## src/design/assert_macros.svh

```systemverilog
// ----------------------------------------------------------------------------
// assert_macros.svh
// Concurrent assertion macros, clocked on i_clk and held off in reset.
// ----------------------------------------------------------------------------
`ifndef ASSERT_MACROS_SVH
`define ASSERT_MACROS_SVH

`ifndef NO_ASSERTIONS

`define AST_IMP(lbl, ante, cons, msg) \
    lbl: assert property (@(posedge i_clk) disable iff (!i_rst_n) (ante) |-> (cons)) \
        else $error(msg);

`define AST_NXT(lbl, ante, cons, msg) \
    lbl: assert property (@(posedge i_clk) disable iff (!i_rst_n) (ante) |=> (cons)) \
        else $error(msg);

`else

`define AST_IMP(lbl, ante, cons, msg)

`define AST_NXT(lbl, ante, cons, msg)

`endif

`endif

```

## src/design/lsdt_pkg.sv

```systemverilog
// ----------------------------------------------------------------------------
// lsdt_pkg
// Types and constants of the line side and depth tracker.
// ----------------------------------------------------------------------------
package lsdt_pkg;

    localparam int HIST_DEPTH = 4;
    localparam int HIST_IDX_W = (HIST_DEPTH > 1) ? $clog2(HIST_DEPTH) : 1;
    localparam int HIST_CNT_W = $clog2(HIST_DEPTH + 1);

    localparam logic [15:0] FULL_TURN = 16'd36000;
    localparam logic [15:0] HALF_TURN = 16'd18000;
    localparam logic [7:0]  DEPTH_MAX = 8'd200;

    localparam logic [14:0] JUMP_ANGLE_RST = 15'd9000;
    localparam logic [7:0]  JUMP_LIMIT_RST = 8'd2;

    localparam int CFG_IDX_W  = 2;
    localparam int CFG_DATA_W = 15;

    typedef enum logic [CFG_IDX_W-1:0] {
        CFG_JUMP_ANGLE = 2'd0,
        CFG_JUMP_LIMIT = 2'd1
    } t_cfg_idx;

    typedef struct packed {
        logic [15:0] bisector;
        logic        bisector_present;
        logic [7:0]  line_size;
        logic        on_line;
        logic        fresh;
    } t_in_req;

    typedef struct packed {
        logic [7:0]  depth;
        logic [15:0] angle_out;
        logic        angle_valid;
        logic        inside_res;
        logic        fresh_out;
    } t_out_req;

endpackage

```

## src/design/line_side_depth_tracker.sv

```systemverilog
// ----------------------------------------------------------------------------
// line_side_depth_tracker
// Tracks the inner/outer half of a line and reports depth and bisector.
// ----------------------------------------------------------------------------
// Input channel i_in_valid / o_in_stall carries one sensor report per request;
// output channel o_out_valid / i_out_stall returns one result per report.
// A request is taken when valid is high and stall is low.
// After a report is taken, one shared angle-difference and compare unit
// checks it against one history entry per cycle, then the update state
// writes state and the output register. A report skips the compare pass off
// the line, with an empty history or an absent angle, and otherwise is checked
// against all N history entries, where N is the number of entries (at most 4).
// o_in_stall is high from the cycle after acceptance until the update.
// A new report may be accepted while the previous result still waits.
// If the receiver stalls, the update cycle waits until the output register
// frees, and the input stays stalled meanwhile.
// Reset (i_rst_n low, synchronous) empties the history, clears the jump
// counter, the side and the depth, and loads jump_angle 9000, jump_limit 2.
// Configuration writes (i_cfg_we) are taken at any edge; write only when idle.
// ----------------------------------------------------------------------------
`include "assert_macros.svh"

module line_side_depth_tracker (
    input  logic                              i_clk,
    input  logic                              i_rst_n,
    input  logic                              i_in_valid,
    output logic                              o_in_stall,
    input  lsdt_pkg::t_in_req                 i_in,
    output logic                              o_out_valid,
    input  logic                              i_out_stall,
    output lsdt_pkg::t_out_req                o_out,
    input  logic                              i_cfg_we,
    input  logic [lsdt_pkg::CFG_IDX_W-1:0]    i_cfg_idx,
    input  logic [lsdt_pkg::CFG_DATA_W-1:0]   i_cfg_data
);
    import lsdt_pkg::*;

    typedef enum logic [1:0] {
        S_IDLE,
        S_CMP,
        S_UPD
    } t_state;

    t_state                 r_state;
    logic [14:0]            r_jump_angle;
    logic [7:0]             r_jump_limit;
    logic [15:0]            r_hist_a [HIST_DEPTH];
    logic                   r_hist_p [HIST_DEPTH];
    logic [HIST_CNT_W-1:0]  r_hist_cnt;
    logic [HIST_IDX_W-1:0]  r_idx;
    logic [7:0]             r_jc;
    logic                   r_inner;
    logic [7:0]             r_depth;
    logic                   r_jump;
    logic [15:0]            r_a;
    logic                   r_pres;
    logic [7:0]             r_size;
    logic                   r_on;
    logic                   r_fresh;
    logic                   r_out_valid;
    t_out_req               r_out;

    logic [15:0]            n_a;
    logic [7:0]             n_size;
    logic [15:0]            n_entry;
    logic [15:0]            n_raw;
    logic [15:0]            n_diff;
    logic                   n_close;
    logic                   n_last;
    logic [7:0]             n_jc;
    logic                   n_toggle;
    logic                   n_out_free;
    logic [15:0]            n_turned;
    logic                   n_accept;

    assign o_in_stall  = (r_state != S_IDLE);
    assign o_out_valid = r_out_valid;
    assign o_out       = r_out;
    assign n_accept    = i_in_valid && (r_state == S_IDLE);
    assign n_out_free  = !r_out_valid || !i_out_stall;

    always_comb begin
        n_a      = (i_in.bisector >= FULL_TURN) ? (i_in.bisector - FULL_TURN) : i_in.bisector;
        n_size   = (i_in.line_size > DEPTH_MAX) ? DEPTH_MAX : i_in.line_size;
        n_entry  = r_hist_a[r_idx];
        n_raw    = (r_a >= n_entry) ? (r_a - n_entry) : (n_entry - r_a);
        n_diff   = (n_raw > HALF_TURN) ? (FULL_TURN - n_raw) : n_raw;
        n_close  = !r_hist_p[r_idx] || (n_diff <= {1'b0, r_jump_angle});
        n_last   = ((HIST_CNT_W'(r_idx) + HIST_CNT_W'(1)) == r_hist_cnt);
        n_jc     = (r_jump && (r_jc != 8'hFF)) ? (r_jc + 8'd1) : r_jc;
        n_toggle = (n_jc >= r_jump_limit);
        n_turned = (r_a >= HALF_TURN) ? (r_a - HALF_TURN) : (r_a + HALF_TURN);
    end

    always_ff @(posedge i_clk) begin
        if (!i_rst_n) begin
            r_state      <= S_IDLE;
            r_jump_angle <= JUMP_ANGLE_RST;
            r_jump_limit <= JUMP_LIMIT_RST;
            r_hist_cnt   <= '0;
            r_jc         <= '0;
            r_inner      <= 1'b0;
            r_depth      <= '0;
            r_out_valid  <= 1'b0;
            r_idx        <= '0;
            r_jump       <= 1'b0;
        end else begin
            if (i_cfg_we) begin
                unique case (i_cfg_idx)
                    CFG_JUMP_ANGLE: r_jump_angle <= i_cfg_data;
                    CFG_JUMP_LIMIT: r_jump_limit <= i_cfg_data[7:0];
                    default: ;
                endcase
            end

            if (r_out_valid && !i_out_stall) begin
                r_out_valid <= 1'b0;
            end

            unique case (r_state)
                S_IDLE: begin
                    if (n_accept) begin
                        r_a     <= n_a;
                        r_pres  <= i_in.bisector_present;
                        r_size  <= n_size;
                        r_on    <= i_in.on_line;
                        r_fresh <= i_in.fresh;
                        r_idx   <= '0;
                        r_jump  <= (r_hist_cnt != '0) && i_in.bisector_present;
                        if (i_in.on_line && i_in.bisector_present && (r_hist_cnt != '0)) begin
                            r_state <= S_CMP;
                        end else begin
                            r_state <= S_UPD;
                        end
                    end
                end
                S_CMP: begin
                    if (n_close) begin
                        r_jump <= 1'b0;
                    end
                    if (n_last) begin
                        r_state <= S_UPD;
                    end else begin
                        r_idx <= r_idx + HIST_IDX_W'(1);
                    end
                end
                S_UPD: begin
                    if (n_out_free) begin
                        r_out_valid           <= 1'b1;
                        r_out.angle_valid     <= r_pres;
                        r_out.fresh_out       <= r_fresh;
                        r_out.angle_out       <= r_pres ? r_a : 16'd0;
                        r_out.inside_res      <= r_inner;
                        r_out.depth           <= r_depth;
                        if (r_on) begin
                            r_jc <= n_jc;
                            if (!r_jump) begin
                                if (r_hist_cnt < HIST_CNT_W'(HIST_DEPTH)) begin
                                    r_hist_a[r_hist_cnt[HIST_IDX_W-1:0]] <= r_a;
                                    r_hist_p[r_hist_cnt[HIST_IDX_W-1:0]] <= r_pres;
                                    r_hist_cnt <= r_hist_cnt + HIST_CNT_W'(1);
                                end else begin
                                    for (int i = 0; i < HIST_DEPTH - 1; i++) begin
                                        r_hist_a[i] <= r_hist_a[i+1];
                                        r_hist_p[i] <= r_hist_p[i+1];
                                    end
                                    r_hist_a[HIST_DEPTH-1] <= r_a;
                                    r_hist_p[HIST_DEPTH-1] <= r_pres;
                                end
                            end
                            if (n_toggle) begin
                                r_inner          <= !r_inner;
                                r_out.inside_res <= !r_inner;
                                r_jc             <= '0;
                                r_hist_a[0]      <= r_a;
                                r_hist_p[0]      <= r_pres;
                                r_hist_cnt       <= HIST_CNT_W'(1);
                                if (r_inner) begin
                                    r_depth     <= DEPTH_MAX - r_size;
                                    r_out.depth <= DEPTH_MAX - r_size;
                                end else begin
                                    r_depth         <= r_size;
                                    r_out.depth     <= r_size;
                                    r_out.angle_out <= r_pres ? n_turned : 16'd0;
                                end
                            end else if (r_inner) begin
                                r_depth         <= r_size;
                                r_out.depth     <= r_size;
                                r_out.angle_out <= r_pres ? n_turned : 16'd0;
                            end else begin
                                r_depth     <= DEPTH_MAX - r_size;
                                r_out.depth <= DEPTH_MAX - r_size;
                            end
                        end else begin
                            if (r_hist_cnt != '0) begin
                                r_depth     <= r_inner ? 8'd0 : DEPTH_MAX;
                                r_out.depth <= r_inner ? 8'd0 : DEPTH_MAX;
                            end
                            r_hist_cnt <= '0;
                        end
                        r_state <= S_IDLE;
                    end
                end
                default: r_state <= S_IDLE;
            endcase
        end
    end

    `AST_IMP(a_hist_bound, 1'b1, r_hist_cnt <= HIST_CNT_W'(HIST_DEPTH), "history count overflow")
    `AST_IMP(a_cmp_needs, r_state == S_CMP, r_on && r_pres && (r_hist_cnt != '0), "bad compare pass")
    `AST_NXT(a_upd_out, (r_state == S_UPD) && n_out_free, o_out_valid && !o_in_stall, "update lost")
    `AST_IMP(a_depth_max, o_out_valid, o_out.depth <= DEPTH_MAX, "depth above range")
    `AST_IMP(a_side_match, o_out_valid, o_out.inside_res == r_inner, "side mismatch")

endmodule

```

## config.mk

```make
export PLATFORM = sky130hd
export DESIGN_NAME = line_side_depth_tracker
export DESIGN_NICKNAME = d
export VERILOG_FILES = /design/src/design/lsdt_pkg.sv /design/src/design/line_side_depth_tracker.sv
export VERILOG_INCLUDE_DIRS = /design/src /design/src/design
export SDC_FILE = /design/constraint.sdc
export NUM_CORES = 1
export LEC_CHECK = 0
export BUFFER_PORTS_ARGS = -buffer_cell sky130_fd_sc_hd__buf_2
export CORE_ASPECT_RATIO = 0.9
export CORE_MARGIN = 4
export CORE_UTILIZATION = 43
export DETAILED_ROUTE_END_ITERATION = 12
export SLEW_MARGIN = 20
export SYNTH_ARGS = -nofsm -noshare
export SYNTH_HDL_FRONTEND = slang
export SYNTH_SLANG_ARGS = --single-unit
export TNS_END_PERCENT = 50
```

## constraint.sdc

```tcl
create_clock -name i_clk -period 7 [get_ports i_clk]
set_input_delay 0.35 -clock i_clk [delete_from_list [all_inputs] [get_ports i_clk]]
set_output_delay 0.35 -clock i_clk [all_outputs]
set_load 0.05 [all_outputs]
```

==> metrics <==
initial detailed-routing violation count=669; number of synthesized flops with an enable pin=around 120; fillers=approximately 2400; Worst-Margin Slew=roughly 1.0 ns; Hold WC Path Type=primary input to flop; crit path launch type=flop; Placed Area=between 10000 and 15000 sq um; Final nets=1296; largest family of logic cells by synthesized area=simple AND/OR/NAND/NOR gates; Worst path slowest cell=mux4_2; Post-Synth Adder-Cell Area=under 10%; LEAKAGE=4.84 nW; final count of negative-setup-slack endpoints=0; #FFs+latches synth=173; sequential fraction of the synthesis area=43.0%; post-synthesis compound-gate area fraction=approximately 16%; largest net degree at the start of global routing=37; Post-Synth XOR/XNOR Area=3.38%; Mapped Area=between 10000 and 15000 sq um; Worst Setup Path Type=flop to flop; Post-DP HPWL=19600 um; die area=27900 sq um; Fin Hold WS=0.0836 ns; Tot GR Track Use=19.2%; H-tree levels=4; via/cell ratio=about 5.6; syn nets=1236; FP Rows=54; I/O Buffers=77; P&R area growth vs syn=12.3%; # Post-CTS Setup Buffers=0; Die Span X=176 um; Worst Hold Endpoint=r_fresh; Hold Fails Final Rpt=0; Hold Path Stages=1; Req. time, crit path=7.30 ns; first-pass detailed-route iteration total=5; clk_skew=~0.015 ns; WP data arrival=6.65 ns; Worst-path clk slew=around 0.08 ns; GR Overflow Total=0; Max IR drop VDD=149 uV; max incr delay on CP=0.57 ns; fin crit period=6.34 ns; hold_sp=i_in[0]; Synth Flop Type=edfxtp_1; Synth Instances=1121; Worst R2R End=r_jump; post-DR wirelength/cell=approximately 17 um; outcome=finished, final reports clean; Max Clock Freq=approximately 0.16 GHz; FF-to-FF setup slack=0.66 ns; Max FO, Critical Path=17; # diodes=0; Top Ports=between 70 and 80; Initial Util=approximately 44%; vias after detailed routing=roughly 8600; area of the multi-input gates=approximately 5700 sq um; vias in the first global route=8206; RSZ-0062 raised after global routing=no; share of cells above drive strength 1=17.0%; sum of negative setup slack=0 ns; sequential standard cell area=4680 sq um; initial antenna violation count=0; final instance area=12200 sq um; CTS Root Cell=clkbuf_16; Final period util=90.6%; Max-slew headroom=30.0%; post-route ant nets=0; Bufs on Longest Clock Path=2; DRC viols=0; TritonCTS buffer count=17; Reg2Reg Depth=26; post-synthesis async set-or-reset flop share=0%; core footprint=approximately 25000 sq um; CTS tree=yes; Die Ht=159 um; Synth cell types=86; final wirelength=26600 um; worst-skew pair later-pin latency=approximately 0.44 ns; RD Place Congestion=0.925; Worst setup EP type=flop; Yosys warnings=0; PD cells=208 nW/um^2; mux cell area share after synthesis=7.60%; simple-gate share of the synthesized area=roughly 17%; global-route wire length before repair=43700 um; syn_area_per_cell=9.71 sq um; Max Slew Vio Count=0; max_cap viols=0; clk sinks=between 150 and 200
## per-layer routing
| metal | vias to the layer above | wire length (um) | global-route usage [%] |
|---|---|---|---|
| li1 | 4210 | - | - |
| met1 | 4069 | 13600 | 30.5 |
| met2 | 278 | 11100 | 27.3 |
| met3 | 27 | 1540 | 3.57 |
| met4 | 0 | 337 | 4.08 |
| met5 | - | 0 | 0 |
## how the worst max path moves through the flow
stage                     startpoint      to  slack [ns]  cells after the start
after detailed placement        flop  r_jump        0.51                     28
after global routing            flop  r_jump       0.005                     29
after global placement          flop  r_jump        0.62                     23
after floorplan                 flop  r_jump        0.62                     30
after CTS                       flop  r_jump        0.46                     28
final                           flop  r_jump        0.66                     26
## worst max-delay path: cells and delay by family (launching register included)
family	cells	cell delay [ns]
and+or+nand+nor	4	0.86
buffers and inverters	3	0.44
adders and majority gates	3	0.89
AOI/OAI and AO/OA	15	3.16
muxes	1	0.57
DFF	1	0.31
## flip-flops by register name, summed over array words and instances, names as in the netlist, 2 cells and up, named ones only
register	count
r_depth	8
r_jump_angle	15
r_hist_a	64
r_jc	8
r_hist_cnt	3
r_jump_limit	8
r_hist_p	4
r_state	2
o_out	27
r_size	8
r_idx	2
r_a	16
## Yosys cell counts, types with 7 or more instances
library cell  count  area share, %
a21o_1           12           0.83
nand2_1         179            6.2
xor2_1           16            1.3
o21ai_0          50            2.3
inv_1            74            2.6
a31oi_1          12           0.69
mux4_2           17            3.5
o21a_1           13           0.90
clkbuf_1         40            1.4
o211ai_1         20            1.4
a21boi_0          8           0.55
dfxtp_1          51            9.4
a22oi_1           8           0.55
nor4_1            8           0.46
nor3_1           26            1.2
edfxtp_1        122             34
xnor2_1          26            2.1
and2_1           11           0.63
a211oi_1          8           0.55
mux2_2           25            2.6
and3_1            9           0.52
nor2b_1          18            1.0
nand3_1          24            1.1
nor2_1           58            2.0
nand2b_1          7           0.40
a21oi_1          61            2.8
or3_1            10           0.57
ha_1             64            7.4
mux2i_1          14            1.3
nand4_1          12           0.69
## layout make-up
class	count	area share, %
multi-input cells	821	47.0
well taps	336	3.44
clock inverters	14	1.21
flip-flops and latches	173	38.3
inverters	75	2.30
clock buffers	18	3.59
repair buffers	93	4.14
## kinds of logic after synthesis
family	Yosys count
multiplexers	57
AND/OR/NAND/NOR	397
XOR/XNOR	42
buffers and inverters	127
adder cells (fa/ha/maj)	66
flip-flops	173
AO/OA/AOI/OAI	259
## power by group
group          internal, mW  switching, mW
registers              1.12         0.0236
clock network         0.486          0.462
logic                 0.179          0.272
## per-stage QoR
stage	setup slack (ns)	std cells	power, mW	utilization, %
3_5_place_dp	0.506	1498	1.62	47.3
4_1_cts	0.461	1530	2.56	49.6
6_report	0.655	1530	2.55	49.7
5_1_grt	0.00539	1530	2.66	49.7
3_3_place_gp	0.618	1498	1.62	47.3
2_1_floorplan	0.620	1121	1.50	-
## placed cells by master, fill, tap and decap left out, types with 13 or more instances in the layout
cell | synthesis | layout
nand2_1 | 179 | 179
edfxtp_1 | 122 | 122
buf_2 | 5 | 77
inv_1 | 74 | 74
ha_1 | 64 | 62
a21oi_1 | 61 | 60
nor2_1 | 58 | 57
dfxtp_1 | 51 | 51
o21ai_0 | 50 | 49
xnor2_1 | 26 | 26
mux2_2 | 25 | 25
nand3_1 | 24 | 24
nor3_1 | 26 | 23
o211ai_1 | 20 | 20
nor2b_1 | 18 | 18
mux4_2 | 17 | 17
clkbuf_16 | 0 | 17
xor2_1 | 16 | 16
buf_4 | 3 | 16
mux2i_1 | 14 | 14
o21a_1 | 13 | 13
## timing repair
item,in CTS,in global routing
resized for setup,0,4
setup endpoints to repair,0,1
hold buffers,0,0
No activity file was read; power rests on OpenSTA's default activity.
